**src/hw/rtl/rfirq_pkg.sv**
```systemverilog
// Shared types, codes and default sizes for the register file, interrupt and serial FIFO block.
`timescale 1ns / 1ps

package rfirq_pkg;

   localparam int REQ_CODE_W = 3;
   localparam int INDEX_W    = 6;
   localparam int VALUE_W    = 16;
   localparam int BYTE_W     = 8;
   localparam int LEVEL_W    = 8;
   localparam int IRQ_BIT_W  = 4;

   localparam int NUM_REGS_DEFAULT      = 64;
   localparam int FIFO_DEPTH_DEFAULT    = 256;
   localparam int ENABLE_INDEX_DEFAULT  = 1;
   localparam int PENDING_INDEX_DEFAULT = 2;
   localparam int CLEAR_INDEX_DEFAULT   = 3;
   localparam int CONSOLE_INDEX_DEFAULT = 4;

   // Index compares are made at this width so that every index parameter and
   // the file size itself fit.
   localparam int WIDE_INDEX_W = 9;

   localparam int QUEUE_DEPTH = 2;
   localparam int QPTR_W      = $clog2(QUEUE_DEPTH);
   localparam int QCNT_W      = $clog2(QUEUE_DEPTH + 1);

   typedef enum logic [REQ_CODE_W-1:0] {
      REQ_READ     = 3'd0,
      REQ_WRITE    = 3'd1,
      REQ_POP_RX   = 3'd2,
      REQ_PUSH_TX  = 3'd3,
      REQ_INJECT   = 3'd4,
      REQ_DRAIN_TX = 3'd5,
      REQ_RAISE    = 3'd6,
      REQ_CONSOLE  = 3'd7
   } req_code_type;

   typedef enum logic [3:0] {
      OP_NONE,
      OP_READ,
      OP_WRITE_FILE,
      OP_CLEAR,
      OP_POP_RX,
      OP_PUSH_TX,
      OP_INJECT_RX,
      OP_DRAIN_TX,
      OP_RAISE,
      OP_CONSOLE
   } op_type;

   typedef enum logic [1:0] {
      RD_ZERO,
      RD_FILE,
      RD_CONSOLE,
      RD_PENDING
   } rd_src_type;

   typedef enum logic {
      BK_IDLE,
      BK_DONE
   } back_state_type;

   typedef struct packed {
      logic [REQ_CODE_W-1:0] req_type;
      logic [INDEX_W-1:0]    reg_index;
      logic [VALUE_W-1:0]    write_value;
      logic [BYTE_W-1:0]     byte_in;
   } req_item_type;

   typedef struct packed {
      logic [VALUE_W-1:0] read_data;
      logic [BYTE_W-1:0]  byte_out;
      logic               ok;
      logic [LEVEL_W-1:0] rx_level;
      logic [LEVEL_W-1:0] tx_level;
      logic               irq_line;
   } rsp_item_type;

   typedef struct packed {
      op_type             op;
      rd_src_type         rd_src;
      logic               wr_enable;
      logic [INDEX_W-1:0] index;
      logic [VALUE_W-1:0] value;
      logic [BYTE_W-1:0]  data_byte;
   } cmd_type;

   typedef struct packed {
      logic not_empty;
      logic full;
   } q_status_type;

endpackage

```
**src/hw/rtl/rfirq_queue.sv**
```systemverilog
// Short command queue between the front and back ends.
`timescale 1ns / 1ps

module rfirq_queue import rfirq_pkg::*; (
   input  logic         clock,
   input  logic         reset,
   input  logic         push,
   input  cmd_type      push_data,
   input  logic         pop,
   output cmd_type      head,
   output q_status_type q_status
);

   cmd_type           entry_ff [QUEUE_DEPTH];
   logic [QPTR_W-1:0] wr_ptr_ff, wr_ptr_in;
   logic [QPTR_W-1:0] rd_ptr_ff, rd_ptr_in;
   logic [QCNT_W-1:0] count_ff, count_in;

   assign head               = entry_ff[rd_ptr_ff];
   assign q_status.not_empty = count_ff != '0;
   assign q_status.full      = count_ff == QCNT_W'(QUEUE_DEPTH);

   always_comb begin
      wr_ptr_in = push ? wr_ptr_ff + 1'b1 : wr_ptr_ff;
      rd_ptr_in = pop ? rd_ptr_ff + 1'b1 : rd_ptr_ff;
      count_in  = count_ff;
      if (push && !pop) begin
         count_in = count_ff + 1'b1;
      end else if (pop && !push) begin
         count_in = count_ff - 1'b1;
      end
   end

   always_ff @(posedge clock) begin
      if (reset) begin
         wr_ptr_ff <= '0;
         rd_ptr_ff <= '0;
         count_ff  <= '0;
      end else begin
         wr_ptr_ff <= wr_ptr_in;
         rd_ptr_ff <= rd_ptr_in;
         count_ff  <= count_in;
      end
   end

   always_ff @(posedge clock) begin
      if (push) begin
         entry_ff[wr_ptr_ff] <= push_data;
      end
   end

endmodule

```
**config.mk**
```make
export PLATFORM = sky130hd
export DESIGN_NAME = rfirq_queue
export DESIGN_NICKNAME = d
export VERILOG_FILES = /design/src/hw/rtl/rfirq_pkg.sv /design/src/hw/rtl/rfirq_queue.sv
export SDC_FILE = /design/constraint.sdc
export NUM_CORES = 1
export LEC_CHECK = 0
export BUFFER_PORTS_ARGS = -buffer_cell sky130_fd_sc_hd__buf_4
export CORE_ASPECT_RATIO = 1.1
export CORE_MARGIN = 8
export CORE_UTILIZATION = 35
export DETAILED_ROUTE_END_ITERATION = 6
export SYNTH_ARGS = -nofsm -noshare
export SYNTH_HDL_FRONTEND = slang
export SYNTH_SLANG_ARGS = --single-unit
```
**constraint.sdc**
```tcl
create_clock -name clock -period 3.1 [get_ports clock]
set_input_delay 0.155 -clock clock [delete_from_list [all_inputs] [get_ports clock]]
set_output_delay 0.155 -clock clock [all_outputs]
set_load 0.01 [all_outputs]
```
## Word-level counts from Yosys, hierarchy flattened

Memory sizes are Yosys's and may differ from the RTL's. A register that Yosys moved wholly into a read port is not among the register bits.
Index checks and enable logic that the tools add are counted.

| word-level totals | value |
|---|---|
| flip-flop bits (word level) | 4 |
| memory bits (writable) | 74 |
| output and inout bits | 39 |
| logic and storage cells | 21 |
| memories kept | 1 |

| operators by class | value |
|---|---|
| add/subtract/negate cells | 4 |
| equality and inequality tests | 1 |
| mux-type cells | 6 |
| reductions and logical operators | 6 |

Memory list:

| memory | words | bits a word | rd ports | clocked after Yosys merged registers in | write ports | RTL line | text |
|---|---|---|---|---|---|---|---|
| entry_ff | 2 | 37 | 1 | 1 | 1 | rfirq_queue.sv:14 | `cmd_type entry_ff [QUEUE_DEPTH];` |

Operator list:

| kind | number |
|---|---|
| $mux W1 | 4 |
| $mux W2 | 2 |
| $reduce_bool A2 Y1 | 2 |
| $add A1 B1 Y1 const B | 2 |
| $add A2 B1 Y2 const B | 1 |
| $eq A2 B2 Y1 const B | 1 |
| $logic_and A1 B1 Y1 | 2 |
| $logic_not A1 Y1 | 2 |
| $sub A2 B1 Y2 const B | 1 |

## Depth between registers and ports, before layout

| depth | value |
|---|---|
| depth in word-level cells | 4 |
| gate-level depth with buffers | 5 |

## Worst setup path after synthesis

OpenSTA, ideal clock, no wires.

| path | value |
|---|---|
| path kind | reg2reg |
| start point | register wr_ptr_ff |
| end point | memory entry_ff[0][0] in the netlist's numbering (enable) |
| setup time | 0.436 ns |
| arrival | 1.987 ns |
| required time | 2.664 ns |
| setup slack | 0.677 ns |
| cell stages (with the launch flop) | 2 |
| buffers on the path | 0 |
| clock period less this slack | 2.423 ns |
| cells stage by stage | dfxtp_1 -> nor2b_1 |

RTL lines:

| what | RTL line | text |
|---|---|---|
| from (decl) | rfirq_queue.sv:15 | `logic [QPTR_W-1:0] wr_ptr_ff, wr_ptr_in;` |
| from (signal assigned) | rfirq_queue.sv:40 | `wr_ptr_ff <= wr_ptr_in;` |
| to (decl) | rfirq_queue.sv:14 |  |

Straight into the memory's write port.

==> impl_results.md <==
* Most frequent cells in the layout: 80 x buf_4, 74 x edfxtp_1, 38 x dlygate4sd3_1
* Final TNS setup at 0 ps
* Critical path's slowest cell: dfxtp_2
* I/O Buffers at 79
* Total Wirelength at 5.77 mm
* Slew Viols, Final at 0
* Clock Path Buffers at 2
* Power, Total at 2.41 mW
* Post-Synth XOR/XNOR Area at 1.21%
* CTS H-tree depth at 3
* Commonest non-fill, non-tap cell in the layout: buf_4
* Via Count at 1624
* Worst path bufs/invs at 1
* Gpl congestion at 0.612
* Final ANT Viol Nets at 0
* Fin. Hold Viols at 0
* Min-delay src: pop
* Clock sink total at 79
* TritonCTS Buffers at 9
* WS Path Type: reg2out
* Die Area at 11400 µm²
* Min Tclk post-route at 2050 ps
* Combinational family with the most area after synthesis: multiplexers
* Flops & latches, synth at 79
* Critical Path RT at 2940 ps
* Post-Layout Cell Count at 374
* Core area at 7960 µm²
* Cells after Synth at 137
* CTS clk-pin slew, worst paths at 80 ps
* Setup bufs post-CTS at 0
* Syn Area/Cell at 21.1 µm²
* DR DRC count at 0
* Startpoint Class: register
* Via-to-Cell Ratio at 4.34
* Reg2Reg Setup Slack at 1470 ps
* Hold Path Class: in2reg
* Status: finished clean
* Mux share of post-synthesis cell area at 14.4%
* Ant diodes at 0
* Setup Skew at 9.49 ps
* Chip width at 103 µm
* Slowest cell delay on critical path at 920 ps
* First-pass GRT wire length at 9.15 mm
* Placed Cells at 321
* Syn_nets at 179
* Initial antenna violation count at 0
* Worst R2R Start: wr_ptr_ff
* Area share of fa/ha/maj cells after synthesis at 0.433%
* Synth Area in Simple Gates at 1.69%
* Share of cells above drive strength 1 at 51.1%
* Sequential cell area fraction in the yosys report at 80.4%
* Ports at 80
* Rel. slew slack at 37.4%
* GRT Util Overall at 10.6%
* Post-route core utilization at 52.6%
* Period utilization at 66.1%
* Die H at 111 µm
* Nets at 304
* Cell area after synthesis at 2890 µm²
* TritonCTS clock tree: done
* Max-cap violations at 0
* Wire per inst at 15.4 µm
* CP delay by family, top: flip-flops
* RSZ-0062 raised after global routing: no
* Initial Util at 36.3%
* Worst skew pair latency at 340 ps
* DR iter-0 viols at 31
* Crit path DAT at 1890 ps
* CTS root buffer: clkbuf_8
* Synth-to-layout area growth at 44.9%
* Critical path capture point type: output port
* PostCTS Resize Cnt at 0
* Number of global-route vias before repair at 1872
* F_max at 488 MHz
* Final setup vio count at 0
* Crit-path max FO at 37
* Num rows at 34
* 1st-pass router iterations at 4
* Filler instances at 653
* Critical path, cell by cell: mux2_2, buf_4
* Largest net degree at the start of global routing at 38
* Cell variety after synth at 17
* Worst Max-Slew Pin Slew at 940 ps
* Synth Warn # at 0
* Grt ovf at 0
* Compound-Gate Fraction of Synth Area at 0.347%
* PD cells at 577 nW/µm²
* Maximum vdd drop at 276 µV
* LEAKAGE at 1.58 nW
-- worst min-delay path: cells and delay by family --
| family | cells | cell delay [ps] |
|---|---|---|
| buf+inv | 1 | 90 |
| simple gates | 1 | 80 |
| xor+xnor | 1 | 70 |
-- layer usage --
layer | share of wire (%) | GRT usage, % | vias to the layer above
met5 | 0 | 0 | -
met4 | 2.3 | 5.59 | 0
met3 | 8.0 | 3.83 | 9
met2 | 50 | 17.7 | 57
met1 | 40 | 11.3 | 782
li1 | - | - | 776
-- layout make-up --
| type | instances | area (µm²) | area share, % |
|---|---|---|---|
| Tap cell | 108 | 135 | 3.23 |
| Sequential cell | 79 | 2320 | 55.5 |
| Clock buffer | 10 | 128 | 3.05 |
| Clock inverter | 5 | 81.3 | 1.94 |
| Timing Repair Buffer | 118 | 981 | 23.4 |
| Multi-Input combinational cell | 53 | 532 | 12.7 |
| Inverter | 1 | 3.75 | 0.0897 |
-- Yosys cell counts, drive strengths merged --
master | number | share of area, %
nor2 | 4 | 0.52
o21ai | 1 | 0.17
or3 | 1 | 0.22
xor2 | 2 | 0.61
or2 | 1 | 0.22
ha | 1 | 0.43
and2 | 1 | 0.22
dfxtp | 5 | 3.5
inv | 1 | 0.13
buf | 4 | 1.3
mux2 | 37 | 14
xnor2 | 2 | 0.61
a21oi | 1 | 0.17
and2b | 1 | 0.30
nor2b | 1 | 0.22
edfxtp | 74 | 77
-- flip-flops by register name, summed over array words and instances (netlist names), named ones only --
name / cells
count_ff: 2
rd_ptr_ff: 1
entry_ff: 74
wr_ptr_ff: 1
-- kinds of logic after synthesis --
kind of cell / Yosys count
AO/OA/AOI/OAI: 2
XOR/XNOR: 4
adder cells (fa/ha/maj): 1
buffers and inverters: 5
flip-flops: 79
multiplexers: 37
AND/OR/NAND/NOR: 9
-- report_power, final --
| group | internal, mW | switching (mW) | total (mW) | leakage [nW] |
|---|---|---|---|---|
| clock | 0.451 | 0.359 | 0.810 | 0.103 |
| combinational | 0.198 | 0.129 | 0.328 | 0.743 |
| sequential | 1.24 | 0.0362 | 1.28 | 0.736 |
| total | 1.89 | 0.525 | 2.41 | 1.58 |
-- timing repair --
item / CTS / global route
endpoints found under the setup margin: 0 / 0
hold buffers: 38 / 0
endpoints found under the hold margin: 79 / 0
-- metrics by stage --
step	setup slack, ps	hold slack, ps	area (µm²)
after floorplan	677	224	2890
after global placement	1400	340	3590
after detailed placement	1400	343	3590
after CTS	1020	65.1	4180
after global routing	936	93.0	4180
final	1050	85.1	4180
-- final timing paths --
kind	to	depth (start not counted)
worst max-delay path	head[18]	2
worst min register to register	count_ff[1]	2
worst min-delay path	register	3
worst max register to register	entry_ff[0][13]	2
No activity file was read; power rests on OpenSTA's default activity.
