[src/hw/rtl/rfirq_pkg.sv]
// Shared types, codes and default sizes for the register file, interrupt and serial FIFO block.
`timescale 1ns / 1ps

package rfirq_pkg;

   localparam int REQ_CODE_W = 3;
   localparam int INDEX_W    = 6;
   localparam int VALUE_W    = 16;
   localparam int BYTE_W     = 8;
   localparam int LEVEL_W    = 8;
   localparam int IRQ_BIT_W  = 4;

   localparam int NUM_REGS_DEFAULT      = 64;
   localparam int FIFO_DEPTH_DEFAULT    = 256;
   localparam int ENABLE_INDEX_DEFAULT  = 1;
   localparam int PENDING_INDEX_DEFAULT = 2;
   localparam int CLEAR_INDEX_DEFAULT   = 3;
   localparam int CONSOLE_INDEX_DEFAULT = 4;

   // Index compares are made at this width so that every index parameter and
   // the file size itself fit.
   localparam int WIDE_INDEX_W = 9;

   localparam int QUEUE_DEPTH = 2;
   localparam int QPTR_W      = $clog2(QUEUE_DEPTH);
   localparam int QCNT_W      = $clog2(QUEUE_DEPTH + 1);

   typedef enum logic [REQ_CODE_W-1:0] {
      REQ_READ     = 3'd0,
      REQ_WRITE    = 3'd1,
      REQ_POP_RX   = 3'd2,
      REQ_PUSH_TX  = 3'd3,
      REQ_INJECT   = 3'd4,
      REQ_DRAIN_TX = 3'd5,
      REQ_RAISE    = 3'd6,
      REQ_CONSOLE  = 3'd7
   } req_code_type;

   typedef enum logic [3:0] {
      OP_NONE,
      OP_READ,
      OP_WRITE_FILE,
      OP_CLEAR,
      OP_POP_RX,
      OP_PUSH_TX,
      OP_INJECT_RX,
      OP_DRAIN_TX,
      OP_RAISE,
      OP_CONSOLE
   } op_type;

   typedef enum logic [1:0] {
      RD_ZERO,
      RD_FILE,
      RD_CONSOLE,
      RD_PENDING
   } rd_src_type;

   typedef enum logic {
      BK_IDLE,
      BK_DONE
   } back_state_type;

   typedef struct packed {
      logic [REQ_CODE_W-1:0] req_type;
      logic [INDEX_W-1:0]    reg_index;
      logic [VALUE_W-1:0]    write_value;
      logic [BYTE_W-1:0]     byte_in;
   } req_item_type;

   typedef struct packed {
      logic [VALUE_W-1:0] read_data;
      logic [BYTE_W-1:0]  byte_out;
      logic               ok;
      logic [LEVEL_W-1:0] rx_level;
      logic [LEVEL_W-1:0] tx_level;
      logic               irq_line;
   } rsp_item_type;

   typedef struct packed {
      op_type             op;
      rd_src_type         rd_src;
      logic               wr_enable;
      logic [INDEX_W-1:0] index;
      logic [VALUE_W-1:0] value;
      logic [BYTE_W-1:0]  data_byte;
   } cmd_type;

   typedef struct packed {
      logic not_empty;
      logic full;
   } q_status_type;

endpackage

[src/hw/rtl/rfirq_front.sv]
// Front end: takes requests and sorts them into commands for the back end.
`timescale 1ns / 1ps

module rfirq_front import rfirq_pkg::*; #(
   parameter int NUM_REGS      = NUM_REGS_DEFAULT,
   parameter int ENABLE_INDEX  = ENABLE_INDEX_DEFAULT,
   parameter int PENDING_INDEX = PENDING_INDEX_DEFAULT,
   parameter int CLEAR_INDEX   = CLEAR_INDEX_DEFAULT,
   parameter int CONSOLE_INDEX = CONSOLE_INDEX_DEFAULT
) (
   input  logic         start,
   input  req_item_type req,
   input  q_status_type q_status,
   output logic         busy,
   output logic         push,
   output cmd_type      cmd
);

   logic [WIDE_INDEX_W-1:0] idx_wide;
   logic in_file;
   logic is_enable;
   logic is_pending;
   logic is_clear;
   logic is_console;

   assign busy = q_status.full;
   assign push = start && !q_status.full;

   assign idx_wide   = WIDE_INDEX_W'(req.reg_index);
   assign in_file    = idx_wide < WIDE_INDEX_W'(NUM_REGS);
   assign is_enable  = idx_wide == WIDE_INDEX_W'(ENABLE_INDEX);
   assign is_pending = idx_wide == WIDE_INDEX_W'(PENDING_INDEX);
   assign is_clear   = idx_wide == WIDE_INDEX_W'(CLEAR_INDEX);
   assign is_console = idx_wide == WIDE_INDEX_W'(CONSOLE_INDEX);

   always_comb begin
      cmd.op        = OP_NONE;
      cmd.rd_src    = RD_ZERO;
      cmd.wr_enable = 1'b0;
      cmd.index     = req.reg_index;
      cmd.value     = req.write_value;
      cmd.data_byte = req.byte_in;
      unique case (req_code_type'(req.req_type))
         REQ_READ: begin
            cmd.op = OP_READ;
            priority if (is_console) begin
               cmd.rd_src = RD_CONSOLE;
            end else if (is_pending) begin
               cmd.rd_src = RD_PENDING;
            end else if (in_file) begin
               cmd.rd_src = RD_FILE;
            end else begin
               cmd.rd_src = RD_ZERO;
            end
         end
         REQ_WRITE: begin
            // The clear index takes precedence; the console word is read-only.
            priority if (is_clear) begin
               cmd.op = OP_CLEAR;
            end else if (!is_console && in_file) begin
               cmd.op        = OP_WRITE_FILE;
               cmd.wr_enable = is_enable;
            end else begin
               cmd.op = OP_NONE;
            end
         end
         REQ_POP_RX:   cmd.op = OP_POP_RX;
         REQ_PUSH_TX:  cmd.op = OP_PUSH_TX;
         REQ_INJECT:   cmd.op = OP_INJECT_RX;
         REQ_DRAIN_TX: cmd.op = OP_DRAIN_TX;
         REQ_RAISE:    cmd.op = OP_RAISE;
         REQ_CONSOLE:  cmd.op = OP_CONSOLE;
      endcase
   end

endmodule

[config.mk]
export PLATFORM = sky130hd
export DESIGN_NAME = rfirq_front
export DESIGN_NICKNAME = d
export VERILOG_FILES = /design/src/hw/rtl/rfirq_pkg.sv /design/src/hw/rtl/rfirq_front.sv
export SDC_FILE = /design/constraint.sdc
export NUM_CORES = 1
export LEC_CHECK = 0
export BUFFER_PORTS_ARGS = -buffer_cell sky130_fd_sc_hd__buf_2
export CAP_MARGIN = 5
export CORE_MARGIN = 1.5
export CORE_UTILIZATION = 29
export DETAILED_ROUTE_END_ITERATION = 10
export PLACE_DENSITY = 0.9
export SYNTH_ARGS = -nofsm -noshare
export SYNTH_HDL_FRONTEND = slang
export SYNTH_SLANG_ARGS = --single-unit
[constraint.sdc]
create_clock -name vclk -period 2.7
set_clock_uncertainty 0.1 [all_clocks]
set_input_delay 0.27 -clock vclk [all_inputs]
set_output_delay 0.27 -clock vclk [all_outputs]
set_load 0.005 [all_outputs]
### Word level (Yosys, flattened, before mapping)

Index checks and enable logic that the tools add are counted.

* bits in registers: 0
* latch bits: 0
* RAM bits: 0
* ROM bits: 0
* input bits: 36
* output and inout port bits: 39
* word-level logic and storage cells: 27
* memories: 0

* $add $sub $neg: 0
* multipliers: 0
* divide/modulo/power cells: 0
* magnitude comparators: 1
* eq/ne operators: 11
* shift-type cells: 0
* muxes and demuxes: 10
* bitwise gates (word level): 0
* reduce and logical (&&, ||, !) cells: 5

Operators by type and width (count)
* $pmux 4 s8: 1
* $eq 3x3->1 const B: 4
* $eq 6x2->1 const B: 2
* $mux 2: 5
* $lt 6x7->1 const B: 1
* $eq 3x2->1 const B: 2
* $eq 6x1->1 const B: 1
* $eq 6x3->1 const B: 1
* $mux 1: 4
* $eq 3x1->1 const B: 1
* $logic_not 3->1: 1
* $logic_and 1x1->1: 2
* $logic_not 1->1: 2

### Depth between registers and ports, before layout

Gate-level depths: netlist of the first run.

* word-level depth: 6
* mapped depth: 2
* depth with buffers taken out: 2

### Worst setup path before layout of the first run

OpenSTA, ideal clock, no wires.

* path kind: input to output
* start point: in req[27] (netlist name)
* end point: out cmd[32] (netlist name)
* data arrival time: 918 ps
* path slack: 1412 ps
* stages on the path: 2
* cells stage by stage: or3_4 nor4_4

RTL lines
* from (decl): line rfirq_front.sv:12 `input req_item_type req,`
* to (decl): line rfirq_front.sv:16 `output cmd_type cmd`

==> impl_metrics.tcl, run 1 <==
set metrics [dict create \
    outcome "finished clean" \
    holdCritPathClass "in -> out" \
    netlist_area_um2 382 \
    synth_top_family_by_area "buffers and inverters" \
    avgRoutedWirePerCell_um 10.7 \
    setup_viol 0 \
    maxClockFrequency_ghz 0.648 \
    drv_cap 0 \
    worstPathMaxFanout 3 \
    vias 278 \
    met2_usage_pct 14.2 \
    synth_common_cells "buf_4, or3_4" \
    grt-busiest-layer "met2" \
    grt_start_max_net_pins 8 \
    p_switching_uw 19.9 \
    relSlewSlack_pct 73.8 \
    ant_nets 0 \
    tightest_slew_ps 389 \
    drt_wl_total_um 632 \
    via_per_inst 4.71 \
    synth_cell_types 19 \
    regArea_um2 0 \
    worstPathArrival_ps 1170 \
    p_per_area_mw_per_mm2 135 \
    hold_viol_final 0 \
    design.seq.count 0 \
    ir_drop_mv 0.0407 \
    clock_buffers 0 \
    use_met3_pct 2.27 \
    grt_pass1_wl_um 945 \
    layout_min_cycle_time_ps 1540 \
    min_period_over_period_pct 57.2 \
    leakage_uw 0.000148 \
    synth_top_area_share_pct 61.0 \
    drive_gt1_share_pct 64.4 \
    p_int_uw 20.1 \
    fin_nets 83 \
    rows 12 \
    dieWidth_um 39.3 \
    synthAdderAreaFrac_pct 0 \
    numPortBuffers 26 \
    gp_congestion 0.663 \
    syn2layout_area_growth_pct -22.3 \
    cts_setup_buffers 0 \
    antenna_found_initial 0 \
    grt_overflow 0 \
    avgSynthCellArea_um2 7.63 \
    synth_warnings 0 \
    swShare_pct 49.7 \
    synth-xor-area-share_pct 4.59 \
    grt_use_met1_pct 8.78 \
    cts.repair.resized 0 \
    grt_pass1_vias 230 \
    postCtsHoldBufs 0 \
    grt_use_total_pct 8.25 \
    critPathLaunchType "input pin" \
    initial_core_util_pct 32.6 \
    yosys.area_share.simple_pct 26.6 \
    synth.net_count 86 \
    p_comb_share_pct 100.0 \
    ys_seq_area_share_pct 0 \
    synthMuxAreaShare_pct 0 \
    synth_cells 50 \
    rsz0062_at_grt "false" \
    end_kind "primary output" \
    diodes 0 \
    drt_first_pass_iters 2 \
    clock_power_share_pct 0 \
    io_pins 75 \
    worstSetupPathType "in -> out" \
    setup_tns_ps 0 \
    core_area_mm2 0.00117 \
    critPathRequiredTime_ps 2330 \
    power.total_uw 39.9 \
    synth_area_leaders "buf_4, or3_4, nor4_4, nand4b_1, xnor2_1" \
    final_max_slew_viol_count 0 \
    yosysTopAreaCell "buf_4" \
    synth_compound_area_share_pct 6.89 \
    remaining_drc_errors 0 \
    drt_iter0_drc 1 \
    power_frac_seq_pct 0 \
    die-area_mm2 0.00154 \
    synth.most_common_cell "buf_4" \
    die_height_um 39.3 \
    final.hold.worst_slack_ps 440 \
]
-- layout make-up --
cell class | instances | area [um^2]
inverters | 1 | 3.75
repair buffers | 26 | 130
well taps | 14 | 17.5
fillers | 135 | 875
multi-input cells | 18 | 145
-- power groups by stage --
stage          Clock, uW  Combinational [uW]  Sequential, uW
2_1_floorplan          0                50.5               0
3_3_place_gp           0                39.5               0
3_5_place_dp           0                40.3               0
4_1_cts                0                40.4               0
5_1_grt                0                45.2               0
6_report               0                39.9               0
-- worst paths after layout --
path                 from       to  cells past startpoint
setup / recovery  req[27]  cmd[32]                      4
hold / removal    req[18]  cmd[18]                      0
-- worst max-delay path, stage by stage --
cell	delay [ps]
buf_2	110
or3_4	410
nor4_4	240
buf_2	140
-- kinds of logic (layout without fill, tap and decap cells) --
group | Yosys count | count (layout)
buf+inv | 32 | 27
simple gates | 12 | 12
compound gates | 4 | 4
xor+xnor | 2 | 2
-- stage by stage --
| step | setup WS (ps) | cells | utilization [%] | area, um^2 |
|---|---|---|---|---|
| after detailed placement | 1150 | 59 | 25.3 | 297 |
| after global placement | 1150 | 59 | 25.3 | 297 |
| after global routing | 1090 | 59 | 25.3 | 297 |
| final | 1160 | 59 | 25.3 | 297 |
| after CTS | 1150 | 59 | 25.3 | 297 |
| after floorplan | 1410 | 50 | - | 382 |
-- routing by layer --
layer / vias to the layer above / part of all wire (%)
met5: - / 0
met4: 0 / 3.0
met3: 8 / 16
met2: 24 / 46
met1: 118 / 35
li1: 128 / -
-- cell usage in the layout, fill, tap and decap left out --
master,instances
nor3b_1,1
buf_2,26
nor4_4,1
a211oi_1,1
xor2_1,1
or3_1,1
or3_4,2
nor2b_1,1
a31oi_1,1
o211ai_1,1
nor4_1,1
nand3b_1,1
o21ai_0,1
xnor2_1,1
and2_1,1
nor2_1,1
nor3_1,1
inv_1,1
nand4b_1,1
Power figures use the tool's default switching activity.
==> run 2: changes to the inputs <==
Settings changed: ABC_AREA set to 1, CORE_UTILIZATION 29 to 25, PLACE_DENSITY 0.9 to 0.8.
Clock period 2.7 ns to 1.3 ns, I/O delays scaled along.
==> impl_metrics.tcl, run 2 <==
set metrics [dict create \
    relSlewSlack_pct 89.1 \
    fin_nets 104 \
    regArea_um2 0 \
    grt-busiest-layer "met2" \
    outcome "finished clean" \
    postCtsHoldBufs 0 \
    drt_iter0_drc 3 \
    dp_hpwl_um 653 \
    drt_first_pass_iters 4 \
    initial_core_util_pct 27.0 \
    grt_use_met1_pct 8.61 \
    leakage_uw 0.000241 \
    antenna_found_initial 0 \
    worstPathArrival_ps 790 \
    cts.repair.resized 0 \
    diodes 0 \
    synth.net_count 107 \
    synth_top_area_share_pct 57.2 \
    layout_common_cells "buf_2, nand2_1, inv_1" \
    core_area_mm2 0.00151 \
    yosysTopAreaCell "buf_4" \
    clock_buffers 0 \
    synth_area_leaders "buf_4, nand2_1, inv_1, nor2_2, nor2_1" \
    ant_nets 0 \
    avgRoutedWirePerCell_um 9.02 \
    min_period_over_period_pct 78.6 \
    synth_cell_types 10 \
    layout_commonest_cell "buf_2" \
    grt_use_total_pct 7.18 \
    layout_min_cycle_time_ps 1020 \
    grt_pass1_wl_um 1120 \
    post_dp_cell_area_um2 324 \
    maxClockFrequency_ghz 0.978 \
    synth_cells 71 \
    tightest_slew_ps 163 \
    synth.most_common_cell "buf_4" \
    avgSynthCellArea_um2 5.73 \
    rows 14 \
    setup_tns_ps 0 \
    via_per_inst 4.11 \
    final_max_slew_viol_count 0 \
    syn2layout_area_growth_pct -20.3 \
    drt_wl_total_um 740 \
    rsz0062_at_grt "false" \
    worstHoldEndpoint "cmd[3]" \
    io_pins 75 \
    stdcell_area_um2 324 \
    drv_cap 0 \
    ys_seq_area_share_pct 0 \
    p_per_area_mw_per_mm2 264 \
    cts_setup_buffers 0 \
    synth_common_cells "buf_4, nand2_1, inv_1, nor2_1, nor2_2" \
    critPathRequiredTime_ps 1070 \
    drive_gt1_share_pct 50.0 \
    setup_viol 0 \
    met2_usage_pct 12.2 \
    min_from "req[3]" \
    die_height_um 43.3 \
    die-area_mm2 0.00188 \
    ir_drop_mv 0.0811 \
    grt_pass1_vias 292 \
    design.seq.count 0 \
    grt_start_max_net_pins 6 \
    remaining_drc_errors 0 \
    synth_warnings 0 \
    critPathLaunchType "input pin" \
    vias 337 \
    gp_congestion 0.627 \
    holdCritPathClass "in -> out" \
    numPortBuffers 26 \
    hold_viol_final 0 \
    worstPathMaxFanout 5 \
    dieWidth_um 43.3 \
    grt_overflow 0 \
    worstSetupPathType "in -> out" \
    use_met3_pct 1.25 \
    netlist_area_um2 407 \
    min_path_cells 0 \
    end_kind "primary output" \
]
-- run 2: cell types whose count changed after synthesis, sizes merged, moves of 2 or more --
cell,before,now
nor4,2,0
inv,1,11
or3,3,0
nand3,0,2
nand2,0,17
nor2,1,8
-- run 2: worst max path at each step --
stage               endpoint  cells after the start  slack [ps]    start
CTS                  cmd[34]                      6         270  req[25]
detailed placement   cmd[34]                      6         270  req[25]
finish               cmd[34]                      6         280  req[25]
floorplan            cmd[32]                      5         590  req[32]
global route         cmd[34]                      6         210  req[25]
global placement     cmd[34]                      6         300  req[25]
-- run 2: report_power, final --
| part | switching [uW] | internal (uW) | leakage (uW) | total (uW) |
|---|---|---|---|---|
| combinational | 46.2 | 39.4 | 0.000241 | 85.6 |
| sequential | 0 | 0 | 0 | 0 |
| clock | 0 | 0 | 0 | 0 |
| total | 46.2 | 39.4 | 0.000241 | 85.6 |
-- run 2: critical path, cell delays in order --
cell	delay (ps)
buf_2	130
nor2_1	150
nand4_1	130
nand2_1	80
nand2_1	50
buf_2	120
-- run 2: cell families (layout without fill, tap and decap cells) --
group	count (synthesis)	after routing	share of synthesized area (%)
buffers and inverters	42	37	67.4
and+or+nand+nor	29	29	32.6
-- run 2: final cells by class --
| type | instances | area [um^2] |
|---|---|---|
| tap | 16 | 20.0 |
| fill | 190 | 1180 |
| inverter | 11 | 41.3 |
| timing repair buffer | 26 | 130 |
| multi-input combinational | 29 | 133 |
-- run 2: layer usage --
layer	part of all wire, %	routed length, um	up-vias
li1	-	-	167
met1	38	280	137
met2	42	308	25
met3	17	126	8
met4	3.4	25	0
met5	0	0	-
-- run 2: stage by stage --
step                total power (uW)  hold WS, ps  worst slack, ps  utilization (%)  std cells
global route                    97.5          160              214             21.5         82
finish                          85.6          160              278             21.5         82
CTS                             87.4          160              265             21.5         82
floorplan                        110          191              591                -         71
global placement                83.9          160              303             21.5         82
detailed placement              86.9          160              267             21.5         82
==> run 3: changes to the inputs <==
Clock period 1.3 ns to 0.9 ns, I/O delays scaled along.
==> impl_metrics.tcl, run 3 (same netlist as run 2, synthesis figures left out) <==
set metrics [dict create \
    outcome "finished clean" \
    grt_pass1_wl_um 1150 \
    setup_tns_ps 0 \
    gp_congestion 0.627 \
    grt_pass1_vias 292 \
    syn2layout_area_growth_pct 3.38 \
    diodes 0 \
    worstSetupPathType "in -> out" \
    ir_drop_mv 0.132 \
    tightest_slew_ps 160 \
    regArea_um2 0 \
    finish.utilization_pct 27.9 \
    postCtsHoldBufs 0 \
    grt_overflow 0 \
    drt_iter0_drc 0 \
    clock_buffers 0 \
    min_from "req[0]" \
    leakage_uw 0.000271 \
    via_per_inst 4.21 \
    fillCellCount 182 \
    io_pins 75 \
    min_period_over_period_pct 98.0 \
    rsz0062_at_grt "true" \
    p_per_area_mw_per_mm2 407 \
    relSlewSlack_pct 89.2 \
    die-area_mm2 0.00188 \
    rows 14 \
    vias 354 \
    numPortBuffers 26 \
    worstPathArrival_ps 690 \
    avgRoutedWirePerCell_um 10.0 \
    dp_hpwl_um 653 \
    stdcell_area_um2 420 \
    worstHoldEndpoint "cmd[0]" \
    worstPathMaxFanout 3 \
    critPathLaunchType "input pin" \
    holdCritPathClass "in -> out" \
    antenna_found_initial 0 \
    drive_gt1_share_pct 52.9 \
    layout_setup_ws_ps 18.2 \
    hold_viol_final 0 \
    ant_nets 0 \
    final_max_slew_viol_count 0 \
    initial_core_util_pct 27.0 \
    drt_wl_total_um 841 \
    die_height_um 43.3 \
    dieWidth_um 43.3 \
    end_kind "primary output" \
    maxClockFrequency_ghz 1.13 \
    setup_viol 0 \
    post_dp_cell_area_um2 324 \
    min_path_cells 0 \
    grt_use_total_pct 7.26 \
    layout_min_cycle_time_ps 882 \
    critPathRequiredTime_ps 710 \
    layout_commonest_cell "buf_2" \
    post-place-ws_ps -50.3 \
    core_area_mm2 0.00151 \
    layout_common_cells "buf_2, nand2_1, inv_1" \
    fin_nets 106 \
    remaining_drc_errors 0 \
    design.seq.count 0 \
    power.total_uw 171 \
    drt_first_pass_iters 1 \
    drv_cap 0 \
    grt_start_max_net_pins 6 \
]
-- run 3: changes by cell type in the layout (fill, tap and decap cells not counted), sizes merged --
| cell | previous run | this run |
|---|---|---|
| buf | 26 | 28 |
-- run 3: critical path, cell delays in order --
cell     delay (ps)
buf_8           100
inv_4            50
nand2_4          70
nor2_4          110
nand2_1          50
nor2_1          100
buf_2           120
-- run 3: worst max path at each step --
stage               startpoint       to  slack (ps)  cells after the start
finish                 req[31]  cmd[30]          20                      7
detailed placement     req[25]  cmd[34]         -50                      6
global route           req[31]  cmd[30]         -50                      7
global placement       req[25]  cmd[34]         -20                      6
floorplan              req[32]  cmd[32]         270                      5
CTS                    req[32]  cmd[32]          -6                      7
-- run 3: area by class of cell --
cell class	instances	area (um^2)	share of cell area, %
repair buffers	28	194	46.1
multi-input cells	29	160	38.1
inverters	11	46.3	11.0
well taps	16	20.0	4.76
-- run 3: stage by stage --
stage	hold slack (ps)	std cells
after floorplan	111	71
after global placement	80.0	82
after detailed placement	80.0	82
after CTS	80.0	82
after global routing	80.0	84
final	80.0	84
-- run 3: repair_timing --
action,4_1_cts,5_1_grt
buffers inserted,0,2
setup endpoints to repair,4,5
gates resized for setup,9,14
pin swaps,4,8
-- run 3: where the power goes --
group          total, uW  internal (uW)  leakage [uW]  switching [uW]
Combinational        171           89.7      0.000271            81.2
Sequential             0              0             0               0
Clock                  0              0             0               0
-- run 3: metal layers --
| metal | up-vias | track usage (%) | part of all wire (%) |
|---|---|---|---|
| met1 | 151 | 8.35 | 36 |
| li1 | 170 | - | - |
| met3 | 8 | 0.833 | 16 |
| met4 | 0 | 3.64 | 3.0 |
| met2 | 25 | 13.1 | 45 |
| met5 | - | 0 | 0 |
